===== src/hdl/ssto_pkg.sv =====
// ----------------------------------------------------------------------------
// ssto_pkg: shared types and constants for the shutdown sequencer
// Phase codes, register indexes, input/result item layouts and config set.
// ----------------------------------------------------------------------------
package ssto_pkg;

  // Field widths
  localparam int unsigned TIME_W  = 32;
  localparam int unsigned SNAP_W  = 5;
  localparam int unsigned PHASE_W = 3;
  localparam int unsigned CFG_IDX_W = 2;

  // Snapshot slots available in the vault
  localparam logic [SNAP_W-1:0] SNAP_SLOTS = SNAP_W'(16);

  // Sequence phases
  localparam logic [PHASE_W-1:0] PH_IDLE  = 3'd0;
  localparam logic [PHASE_W-1:0] PH_NAS   = 3'd1;
  localparam logic [PHASE_W-1:0] PH_STORE = 3'd2;
  localparam logic [PHASE_W-1:0] PH_RETRY = 3'd3;
  localparam logic [PHASE_W-1:0] PH_DONE  = 3'd4;

  // Input action codes
  localparam logic ACT_START = 1'b0;
  localparam logic ACT_TICK  = 1'b1;

  // Configuration register indexes
  localparam logic [CFG_IDX_W-1:0] REG_NAS_TIMEOUT   = 2'd0;
  localparam logic [CFG_IDX_W-1:0] REG_STORAGE_DELAY = 2'd1;
  localparam logic [CFG_IDX_W-1:0] REG_TRANSPORT     = 2'd2;
  localparam logic [CFG_IDX_W-1:0] REG_VAULT         = 2'd3;

  // Stream widths
  localparam int unsigned IN_DATA_W  = 48;
  localparam int unsigned OUT_DATA_W = 24;

  typedef struct packed {
    logic              action;
    logic [TIME_W-1:0] now_sec;
    logic              armed;
    logic [SNAP_W-1:0] snap_count_in;
    logic              nas_acked;
    logic              kill_accepted;
    logic              flush_ok;
  } in_item_t;

  typedef struct packed {
    logic [PHASE_W-1:0] phase;
    logic               busy_res;
    logic               kill_done;
    logic               nas_timeout_flag;
    logic               storage_ok;
    logic               retry_used;
    logic               peek_ok;
    logic [SNAP_W-1:0]  snap_count_out;
    logic               nas_flush_req;
    logic               kill_req;
    logic               conceal_req;
    logic               storage_flush_req;
  } res_t;

  typedef struct packed {
    logic [TIME_W-1:0] nas_timeout_sec;
    logic [TIME_W-1:0] storage_delay_sec;
    logic              transport_present;
    logic              vault_present;
  } cfg_t;

endpackage


===== src/hdl/ssto_core.sv =====
// ----------------------------------------------------------------------------
// ssto_core: sequencer state and per-item update
// Holds the phase, status flags and due times; computes one result per item.
// ----------------------------------------------------------------------------
module ssto_core (
  input  logic            clk,
  input  logic            rst_n,
  input  logic            accept_i,
  input  ssto_pkg::in_item_t item_i,
  input  ssto_pkg::cfg_t  cfg_i,
  output ssto_pkg::res_t  res_o
);
  import ssto_pkg::*;

  logic [PHASE_W-1:0] phase_r, phase_nxt;
  logic               busy_r, busy_nxt;
  logic               kill_done_r, kill_done_nxt;
  logic               nas_to_r, nas_to_nxt;
  logic               stor_ok_r, stor_ok_nxt;
  logic               retry_r, retry_nxt;
  logic [SNAP_W-1:0]  snap_r, snap_nxt;
  logic [TIME_W-1:0]  nas_due_r, nas_due_nxt;
  logic [TIME_W-1:0]  stor_due_r, stor_due_nxt;

  logic nreq, kreq, creq, sreq;
  logic leave_nas;
  logic [TIME_W-1:0] stor_due_new;

  assign stor_due_new = item_i.now_sec + cfg_i.storage_delay_sec;

  // Next state and requests for the current item
  always_comb begin
    phase_nxt     = phase_r;
    busy_nxt      = busy_r;
    kill_done_nxt = kill_done_r;
    nas_to_nxt    = nas_to_r;
    stor_ok_nxt   = stor_ok_r;
    retry_nxt     = retry_r;
    snap_nxt      = snap_r;
    nas_due_nxt   = nas_due_r;
    stor_due_nxt  = stor_due_r;
    nreq          = 1'b0;
    kreq          = 1'b0;
    creq          = 1'b0;
    sreq          = 1'b0;
    leave_nas     = 1'b0;

    if (item_i.action == ACT_START) begin
      busy_nxt      = 1'b1;
      kill_done_nxt = 1'b0;
      nas_to_nxt    = 1'b0;
      stor_ok_nxt   = 1'b0;
      retry_nxt     = 1'b0;
      snap_nxt      = '0;
      if (cfg_i.vault_present) begin
        snap_nxt = (item_i.snap_count_in > SNAP_SLOTS) ? SNAP_SLOTS : item_i.snap_count_in;
      end
      creq = 1'b1;
      if (!item_i.armed) begin
        phase_nxt = PH_DONE;
      end else begin
        phase_nxt   = PH_NAS;
        nas_due_nxt = item_i.now_sec + cfg_i.nas_timeout_sec;
        nreq        = cfg_i.transport_present;
      end
    end else if (busy_r && item_i.armed) begin
      unique case (phase_r)
        PH_NAS: begin
          if (cfg_i.transport_present && item_i.nas_acked) begin
            nas_to_nxt = 1'b0;
            leave_nas  = 1'b1;
          end else if (item_i.now_sec >= nas_due_r) begin
            nas_to_nxt = 1'b1;
            leave_nas  = 1'b1;
          end
        end
        PH_STORE: begin
          if (item_i.now_sec >= stor_due_r) begin
            sreq        = cfg_i.vault_present;
            stor_ok_nxt = cfg_i.vault_present && item_i.flush_ok;
            if (cfg_i.vault_present && item_i.flush_ok) begin
              phase_nxt = PH_DONE;
            end else begin
              phase_nxt    = PH_RETRY;
              stor_due_nxt = stor_due_new;
            end
          end
        end
        PH_RETRY: begin
          if (item_i.now_sec >= stor_due_r) begin
            sreq = cfg_i.vault_present;
            if (cfg_i.vault_present) begin
              stor_ok_nxt = item_i.flush_ok;
            end
            retry_nxt = 1'b1;
            phase_nxt = PH_DONE;
          end
        end
        default: begin
        end
      endcase

      // Leaving the NAS wait: kill when snapshots exist and transport is present, always conceal
      if (leave_nas) begin
        if ((snap_r != '0) && cfg_i.transport_present) begin
          kreq          = 1'b1;
          kill_done_nxt = item_i.kill_accepted;
        end
        creq         = 1'b1;
        stor_due_nxt = stor_due_new;
        phase_nxt    = PH_STORE;
      end
    end
  end

  // Result for the current item
  always_comb begin
    res_o.phase             = phase_nxt;
    res_o.busy_res          = busy_nxt;
    res_o.kill_done         = kill_done_nxt;
    res_o.nas_timeout_flag  = nas_to_nxt;
    res_o.storage_ok        = stor_ok_nxt;
    res_o.retry_used        = retry_nxt;
    res_o.peek_ok           = (phase_nxt == PH_STORE) || (phase_nxt == PH_RETRY) ||
                              (phase_nxt == PH_DONE);
    res_o.snap_count_out    = snap_nxt;
    res_o.nas_flush_req     = nreq;
    res_o.kill_req          = kreq;
    res_o.conceal_req       = creq;
    res_o.storage_flush_req = sreq;
  end

  // State registers, updated on each input transfer
  always_ff @(posedge clk) begin
    if (!rst_n) begin
      phase_r     <= PH_IDLE;
      busy_r      <= 1'b0;
      kill_done_r <= 1'b0;
      nas_to_r    <= 1'b0;
      stor_ok_r   <= 1'b0;
      retry_r     <= 1'b0;
      snap_r      <= '0;
      nas_due_r   <= '0;
      stor_due_r  <= '0;
    end else if (accept_i) begin
      phase_r     <= phase_nxt;
      busy_r      <= busy_nxt;
      kill_done_r <= kill_done_nxt;
      nas_to_r    <= nas_to_nxt;
      stor_ok_r   <= stor_ok_nxt;
      retry_r     <= retry_nxt;
      snap_r      <= snap_nxt;
      nas_due_r   <= nas_due_nxt;
      stor_due_r  <= stor_due_nxt;
    end
  end

  // A start always leaves the sequencer busy
  a_start_busy: assert property (@(posedge clk) disable iff (!rst_n)
    accept_i && (item_i.action == ACT_START) |=> busy_r)
    else $error("busy not set after start");

  // A kill request only comes with the move to storage wait and a conceal
  a_kill_store: assert property (@(posedge clk) disable iff (!rst_n)
    res_o.kill_req |-> (res_o.phase == PH_STORE) && res_o.conceal_req)
    else $error("kill request outside NAS exit");

  // State only moves on a transfer
  a_hold: assert property (@(posedge clk) disable iff (!rst_n)
    !accept_i |=> $stable(phase_r) && $stable(stor_due_r))
    else $error("state changed without a transfer");

  // Retry flag only set once the sequence is done
  a_retry_done: assert property (@(posedge clk) disable iff (!rst_n)
    retry_r |-> (phase_r == PH_DONE))
    else $error("retry flag set before done");

endmodule


===== src/hdl/shutdown_sequencer_with_timeouts_unit.sv =====
// ----------------------------------------------------------------------------
// shutdown_sequencer_with_timeouts_unit: shutdown sequencer top level
// A result is registered in out_d_r, or in skid_d_r while out_* is stalled.
// Throughput: one item per cycle while the skid is empty; a two-entry output
// stage (register plus skid) keeps in_tready high for one stalled result.
// Reset: synchronous active-low rst_n; idle phase, flags cleared, timeout 5 s,
// storage delay 2 s, no partners attached, output stage empty.
// ----------------------------------------------------------------------------
module shutdown_sequencer_with_timeouts_unit (
  input  logic                                clk,
  input  logic                                rst_n,
  // input stream
  input  logic                                in_tvalid,
  output logic                                in_tready,
  // tdata: now_sec[31:0], armed[32], snap_count_in[37:33], nas_acked[38],
  //        kill_accepted[39], flush_ok[40], zero pad[47:41]
  input  logic [ssto_pkg::IN_DATA_W-1:0]      in_tdata,
  // tuser: action[0]
  input  logic                                in_tuser,
  // result stream
  output logic                                out_tvalid,
  input  logic                                out_tready,
  // tdata: phase[2:0], busy_res[3], kill_done[4], nas_timeout_flag[5],
  //        storage_ok[6], retry_used[7], peek_ok[8], snap_count_out[13:9],
  //        nas_flush_req[14], kill_req[15], conceal_req[16],
  //        storage_flush_req[17], zero pad[23:18]
  output logic [ssto_pkg::OUT_DATA_W-1:0]     out_tdata,
  // configuration write port
  input  logic                                cfg_we,
  input  logic [ssto_pkg::CFG_IDX_W-1:0]      cfg_index,
  input  logic [ssto_pkg::TIME_W-1:0]         cfg_wdata
);
  import ssto_pkg::*;

  cfg_t     cfg_r;
  in_item_t item;
  res_t     res;
  logic     accept;

  res_t     out_d_r, out_d_nxt;
  res_t     skid_d_r, skid_d_nxt;
  logic     out_v_r, out_v_nxt;
  logic     skid_v_r, skid_v_nxt;

  // Unpack the input transfer
  always_comb begin
    item.action        = in_tuser;
    item.now_sec       = in_tdata[31:0];
    item.armed         = in_tdata[32];
    item.snap_count_in = in_tdata[37:33];
    item.nas_acked     = in_tdata[38];
    item.kill_accepted = in_tdata[39];
    item.flush_ok      = in_tdata[40];
  end

  assign in_tready = !skid_v_r;
  assign accept    = in_tvalid && in_tready;

  // Configuration registers
  always_ff @(posedge clk) begin
    if (!rst_n) begin
      cfg_r.nas_timeout_sec   <= TIME_W'(5);
      cfg_r.storage_delay_sec <= TIME_W'(2);
      cfg_r.transport_present <= 1'b0;
      cfg_r.vault_present     <= 1'b0;
    end else if (cfg_we) begin
      unique case (cfg_index)
        REG_NAS_TIMEOUT:   cfg_r.nas_timeout_sec   <= cfg_wdata;
        REG_STORAGE_DELAY: cfg_r.storage_delay_sec <= cfg_wdata;
        REG_TRANSPORT:     cfg_r.transport_present <= cfg_wdata[0];
        REG_VAULT:         cfg_r.vault_present     <= cfg_wdata[0];
        default: begin
        end
      endcase
    end
  end

  ssto_core u_core (
    .clk      (clk),
    .rst_n    (rst_n),
    .accept_i (accept),
    .item_i   (item),
    .cfg_i    (cfg_r),
    .res_o    (res)
  );

  // Output register with skid stage
  always_comb begin
    out_v_nxt  = out_v_r;
    out_d_nxt  = out_d_r;
    skid_v_nxt = skid_v_r;
    skid_d_nxt = skid_d_r;
    if (!out_v_r || out_tready) begin
      if (skid_v_r) begin
        out_v_nxt  = 1'b1;
        out_d_nxt  = skid_d_r;
        skid_v_nxt = 1'b0;
      end else begin
        out_v_nxt = accept;
        if (accept) begin
          out_d_nxt = res;
        end
      end
    end else if (accept) begin
      skid_v_nxt = 1'b1;
      skid_d_nxt = res;
    end
  end

  always_ff @(posedge clk) begin
    if (!rst_n) begin
      out_v_r  <= 1'b0;
      skid_v_r <= 1'b0;
    end else begin
      out_v_r  <= out_v_nxt;
      skid_v_r <= skid_v_nxt;
    end
  end

  always_ff @(posedge clk) begin
    out_d_r  <= out_d_nxt;
    skid_d_r <= skid_d_nxt;
  end

  // Pack the result transfer
  assign out_tvalid = out_v_r;
  assign out_tdata  = {6'b0,
                       out_d_r.storage_flush_req,
                       out_d_r.conceal_req,
                       out_d_r.kill_req,
                       out_d_r.nas_flush_req,
                       out_d_r.snap_count_out,
                       out_d_r.peek_ok,
                       out_d_r.retry_used,
                       out_d_r.storage_ok,
                       out_d_r.nas_timeout_flag,
                       out_d_r.kill_done,
                       out_d_r.busy_res,
                       out_d_r.phase};

  // Skid entry only ever sits behind a full output register
  a_skid_order: assert property (@(posedge clk) disable iff (!rst_n)
    skid_v_r |-> out_v_r)
    else $error("skid holds data while output register is empty");

  // A stalled result with a new transfer fills the skid stage
  a_skid_fill: assert property (@(posedge clk) disable iff (!rst_n)
    out_v_r && !out_tready && accept |=> skid_v_r)
    else $error("result lost on stall");

  // After each transfer the output register holds a valid result next cycle
  a_accept_valid: assert property (@(posedge clk) disable iff (!rst_n)
    accept |=> out_v_r)
    else $error("no result after input transfer");

endmodule


===== config.mk =====
export PLATFORM = sky130hd
export DESIGN_NAME = shutdown_sequencer_with_timeouts_unit
export DESIGN_NICKNAME = d
export VERILOG_FILES = /design/src/hdl/ssto_pkg.sv /design/src/hdl/ssto_core.sv /design/src/hdl/shutdown_sequencer_with_timeouts_unit.sv
export SDC_FILE = /design/constraint.sdc
export NUM_CORES = 1
export LEC_CHECK = 0
export BUFFER_PORTS_ARGS = -buffer_cell sky130_fd_sc_hd__buf_2
export CAP_MARGIN = 40
export CORE_MARGIN = 3
export CORE_UTILIZATION = 50
export CTS_BUF_LIST = sky130_fd_sc_hd__clkbuf_4 sky130_fd_sc_hd__clkbuf_8
export DETAILED_ROUTE_END_ITERATION = 7
export HOLD_SLACK_MARGIN = 0.02
export PLACE_DENSITY = 0.79
export SYNTH_ARGS = -nofsm -noshare
export SYNTH_HDL_FRONTEND = slang
export SYNTH_SLANG_ARGS = --single-unit

===== constraint.sdc =====
create_clock -name clk -period 3.35 [get_ports clk]
set_input_delay 0.8375 -clock clk [delete_from_list [all_inputs] [get_ports clk]]
set_output_delay 0.8375 -clock clk [all_outputs]
set_load 0.01 [all_outputs]

; Word level (Yosys, flattened, before mapping)
; Index checks and enable logic that the tools add are counted.
[totals]
inputBits = 88
output_inout_bits = 26
wordCells = 138
ff_bits = 181
[classes]
mux = 56
order_cmp = 3
eq_ne = 10
bitwise = 3
add_sub_neg = 2
reduce_logical = 25
[ops]
columns = op, n
row1 = 32-bit 2-to-1 mux, 4
row2 = 32-bit adder, 2
row3 = 32-bit greater-or-equal comparator, 2
row4 = 1-bit 2-to-1 mux, 38
row5 = 18-bit 2-to-1 mux, 2
row6 = 3-bit 2-to-1 mux, 7
row7 = 5-bit 2-to-1 mux, 3
row8 = 3-bit by 2-bit equality test with 1-bit output (second input constant), 4
row9 = 2-bit AND reduction, 6
row10 = 3-bit case mux with 2 select lines, 1
row11 = 6-bit AND reduction, 1
row12 = 2-bit nonzero test, 3
row13 = 5-bit > comparator (second input constant), 1
row14 = 1-bit logical AND, 5
row15 = 5-bit nonzero test, 1
row16 = 2-bit equality test (second input constant), 2
row17 = 2-bit OR reduction, 2
row18 = 3-bit by 1-bit equality test with 1-bit output (second input constant), 1
row19 = 3-bit equality test (second input constant), 1
row20 = 1-bit logical OR, 3
row21 = 1-bit NOT, 3
row22 = 3-bit AND reduction, 1
row23 = 2-bit by 1-bit equality test with 1-bit output (second input constant), 1
row24 = 1-bit zero test, 2
row25 = other kinds (3), 3

; Logic depth before layout (Yosys ltp)
[depth]
ltp_word = 14
mapped_depth = 13
mapped_depth_nobuf = 13

; Hierarchy
; From an unflattened synthesis, not the netlist that was laid out.
[hier_totals]
cells_unflattened = 1325
hier_area_um2 = 11793.8
[modules_own_cells]
columns = module, seq_area_each_um2, instances, cells_each, area_per_inst_um2
row1 = ssto_core, 1541.5, 1, 996, 7798.7
row2 = shutdown_sequencer_with_timeouts_unit, 2442.3, 1, 329, 3995.1

; Least setup slack after synthesis
; OpenSTA, ideal clock, no wires.
[synth_timing]
path_kind = input-to-reg
from = input in_tdata[0] (netlist bit)
to = register u_core.nas_due_r[30]
path_stages = 13
setup_ns = 0.122
required_ns = 3.228
path_buffers = 0
t_arrival_ns = 3.104
path_slack_ns = 0.124
path_cell_list = ha_1 > inv_1 > fa_1 > nor2b_1 > o21ai_0 > a21oi_1 > o21bai_1 > o21ai_1 > nand2_1 > a31oi_1 > nand3_1 > mux2i_1 > a311o_1
[synth_via]
elab_chain_cells = 1
[synth_lines]
columns = item, line_no
row1 = start: declaration, shutdown_sequencer_with_timeouts_unit.sv:17  ; input logic [ssto_pkg::IN_DATA_W-1:0] in_tdata,
row2 = 32-bit adder, ssto_core.sv:63  ; nas_due_nxt = item_i.now_sec + cfg_i.nas_timeout_sec;
row3 = end signal: assignment, ssto_core.sv:153  ; nas_due_r <= nas_due_nxt;
row4 = end: declaration, ssto_core.sv:22  ; logic [TIME_W-1:0] nas_due_r, nas_due_nxt;
; Every way passes these cells.
; A chain may end at the register's enable or synchronous reset.

; Final worst setup path
[layout_timing]
from = input in_tdata[2] (netlist bit)
to = register u_core.nas_due_r[23]
; The elaborated chain is that of the path after synthesis.

==> impl_metrics.ini <==
[route]
wl_um = 29400
avgRoutedWirePerCell_um = 15.7
ant_nets = 0
drc = 0
detail_route.vias_per_cell = 5.54
dr_total_vias = 10400
dr.pass1.iters = 5
initialDrtViolationCount = 581

[timing]
tightest_slew_ns = 0.847
fin_crit_sh_pct = 96.5
period_minus_slack_ns = 3.23
finalSetupViolations = 0
hold_viol = 0
timing.slew.headroom_pct = 43.5
fin_worst_skew_ns = 0.0203
report.final.slew_viol_count = 0
clock.fmax_ghz = 0.309

[layout]
drive_above_1_share_pct = 20.7
diodes = 0
seq_area_sq_um = 3980
area_growth_pct = 19.1
filler_cell_count = 1924
post-route-util_pct = 60.8
multi_input_area_sq_um = 7130
final_cells = 1875
finalInstanceArea_sq_um = 13800
fin_nets = 1793

[clock_network]
cts_tree = built
insertion_delay_ns = 0.48
clk_pin_slew_ns = 0.10
htreeDepth = 4
cts_root_buf = clkbuf_8
cts-buffers-inserted = 17
cts.sinks = 181
clockBufferDepth = 2

[worst_setup_path]
cp_slowest_cell = or4b_1
cp-start-kind = primary input
cp_common_cell = buf_4
critPathBufInv = 3
critPathKind = in2reg
crit_family = compound AO/OA/AOI/OAI gates
arrival_ns = 3.66
crit_path_cell_trace = buf_2, buf_4, ha_1, o21ai_0, o21ai_1, a221oi_2, buf_4, o41ai_4, a22o_4, o22ai_1, o21ai_2, a31oi_1, or4b_1, nand3_1
path_max_fanout = 5
critical-path-max-stage-delay_ns = 0.51
crit_required_ns = 3.78
crit_path_end_kind = flop
rr_worst_depth = 12
cp_num_cells = 14

[power_and_ir_drop]
peakVddDrop_mv = 0.245
power-per-cell-area_nw_per_um2 = 343
switchingPower_mw = 1.45
p_sw_share_pct = 30.7
pwr-share-comb_pct = 19.7
clock_power_share_pct = 31.1
intPower_mw = 3.28
seqPwrFrac_pct = 49.2
leakagePower_nw = 6.03

[job]
maxCapViolations = 0

[synthesis]
yosys.area_share.simple_pct = 18.7
synth_edf_count = 36
syn_area_per_cell_sq_um = 8.48
synth_seq_cells = 181
synth_area_sq_um = 11600
ys_warn_count = 0
synth_xor_area_share_pct = 4.01
synth-compound-area-share_pct = 22.1
synth_fa_ha_area_share_pct = 14.0
yosysSeqAreaShare_pct = 34.4
synth_top_family_by_area = compound AO/OA/AOI/OAI gates
synth_cell_types = 79
synthArstFlopShare_pct = 0
synth_cells = 1366
synth.mux.area_fraction_pct = 1.88
synth-main-ff-cell = dfxtp_1

[global_routing]
grt_antenna_before_repair = 0
grt_pass1_vias = 9983
grt_start_max_net_pins = 73
grt_pass1_wl_um = 47500
grt_use_total_pct = 23.4
grt_overflow = 0

[floorplanning]
core_sq_um = 22700
num_rows = 55
die_area_sq_um = 25000
die_x_um = 158
pin_count = 114
start_util_pct = 51.0
dieHeight_um = 158

[worst_hold_path]
hold_class = reg2reg
holdPathStages = 2

[placement]
dpl-instance-area_sq_um = 13300
numPortBuffers = 100
dp_hpwl_um = 22500
dpl.cell_count = 1842
place.gp.congestion = 0.900

[status]
outcome = finished, final reports clean
synthesized netlist by cell type, types with 7 or more instances:
master	count	area (sq um)
o211a_1	10	100
nor2b_1	25	156
nand4_1	11	68.8
o211ai_1	10	75.1
edfxtp_1	36	1080
clkbuf_1	42	158
and3_1	7	43.8
a21boi_0	74	556
o31ai_1	10	75.1
inv_1	87	327
nand2b_1	11	68.8
or2_2	8	50.1
a31oi_1	9	56.3
xor2_1	28	245
nand2_1	255	957
mux2_2	14	158
nor3_1	12	60.1
o21a_1	7	52.6
nand3_1	22	110
o21ai_1	8	40.0
nor2_1	55	206
o21ai_0	76	380
dfxtp_1	145	2900
a21oi_1	70	350
xnor2_1	25	219
and2_1	38	238
a211oi_1	11	82.6
ha_1	126	1580
a21o_1	28	210
cell families after synthesis:
family                     after synthesis
adders and majority gates              128
AOI/OAI and AO/OA                      370
and+or+nand+nor                        469
other                                    1
muxes                                   20
xor gates and xnor gates                53
DFF                                    181
buffers and inverters                  144
per-stage QoR:
stage | hold WS (ns) | setup WS, ns | power [mW] | setup TNS, ns
after floorplan | 0.441 | 0.124 | 2.92 | 0
after global placement | 0.451 | -0.575 | 3.25 | -16.15
after detailed placement | 0.458 | -0.580 | 3.28 | -18.23
after CTS | 0.471 | 0.0396 | 4.75 | 0
after global routing | 0.488 | -0.00429 | 4.96 | -0.00546
final | 0.467 | 0.118 | 4.73 | 0
metal layers:
layer / wire length (um) / vias to the layer above / part of all wire, % / global-route usage, %
li1: - / 5209 / - / -
met1: 13000 / 4866 / 44 / 29.5
met2: 14200 / 266 / 48 / 41.4
met3: 1470 / 45 / 5.0 / 3.55
met4: 682 / 0 / 2.3 / 7.13
met5: 0 / - / 0 / 0
worst register-to-register path, stage by stage (launching register included):
cell and delay (ns):
dfxtp_1 0.36, inv_1 0.06, ha_1 0.29, nand4_1 0.08, buf_4 0.17, nor4_4 0.33
o211a_2 0.34, a221oi_2 0.09, or3b_2 0.55, a21o_1 0.20, nand3_1 0.07, o21ai_1 0.08
mux2_2 0.26
final cells by class:
cell class	count	share of cell area, %
clock buffer	18	1.75
sequential	181	28.9
clock inverter	14	1.03
multi-input combinational	1046	51.7
inverter	88	2.39
timing repair buffer	243	11.7
tap	285	2.58
placed cells by master (no fill, tap or decap), drive strengths merged, types with 6 or more instances in the layout:
cell / n
nand2b: 11
o211a: 10
a21o: 28
edfxtp: 36
o21ai: 86
xnor2: 25
xor2: 28
a21boi: 74
and2: 38
mux2i: 6
conb: 6
nand2: 255
o21a: 7
nor2: 55
nor3: 13
mux2: 14
nor2b: 25
nand4: 11
a211oi: 12
and3: 7
inv: 94
or2: 8
buf: 243
ha: 126
dfxtp: 145
o31ai: 10
clkbuf: 18
o211ai: 10
nand3: 22
clkinv: 7
a31oi: 9
a21oi: 70
timing repair:
action	4_1_cts	5_1_grt
cloned	0	0
setup buffers	0	1
pin swaps	0	1
hold buffers	0	0
setup endpoints to repair	2	25
gates resized for setup	1	15
registers in the layout (all words and copies together), names as in the netlist:
register / flops
out_tvalid: 1
u_core.stor_ok_r: 1
u_core.snap_r: 5
out_tdata: 18
cfg_r: 66
u_core.stor_due_r: 32
u_core.busy_r: 1
u_core.nas_due_r: 32
u_core.retry_r: 1
skid_v_r: 1
u_core.kill_done_r: 1
u_core.nas_to_r: 1
u_core.phase_r: 3
skid_d_r: 18
power by group through the flow:
| stage | registers, mW | logic, mW | clock network (mW) |
|---|---|---|---|
| finish | 2.33 | 0.932 | 1.47 |
| detailed placement | 2.38 | 0.906 | 0 |
| CTS | 2.33 | 0.915 | 1.50 |
| floorplan | 2.37 | 0.542 | 0 |
| global placement | 2.37 | 0.876 | 0 |
| global route | 2.34 | 1.04 | 1.59 |
final timing paths:
| kind | from | end | slack (ns) |
|---|---|---|---|
| setup / recovery | in_tdata[2] | u_core.nas_due_r[23] | 0.12 |
| setup reg to reg | u_core.nas_due_r[25] | out_tdata[8] | 0.24 |
| hold / removal | u_core.nas_due_r[5] | u_core.nas_due_r[5] | 0.47 |
| hold reg to reg | u_core.nas_due_r[5] | u_core.nas_due_r[5] | 0.47 |
Note: power is estimated with default switching activity, not from simulation.
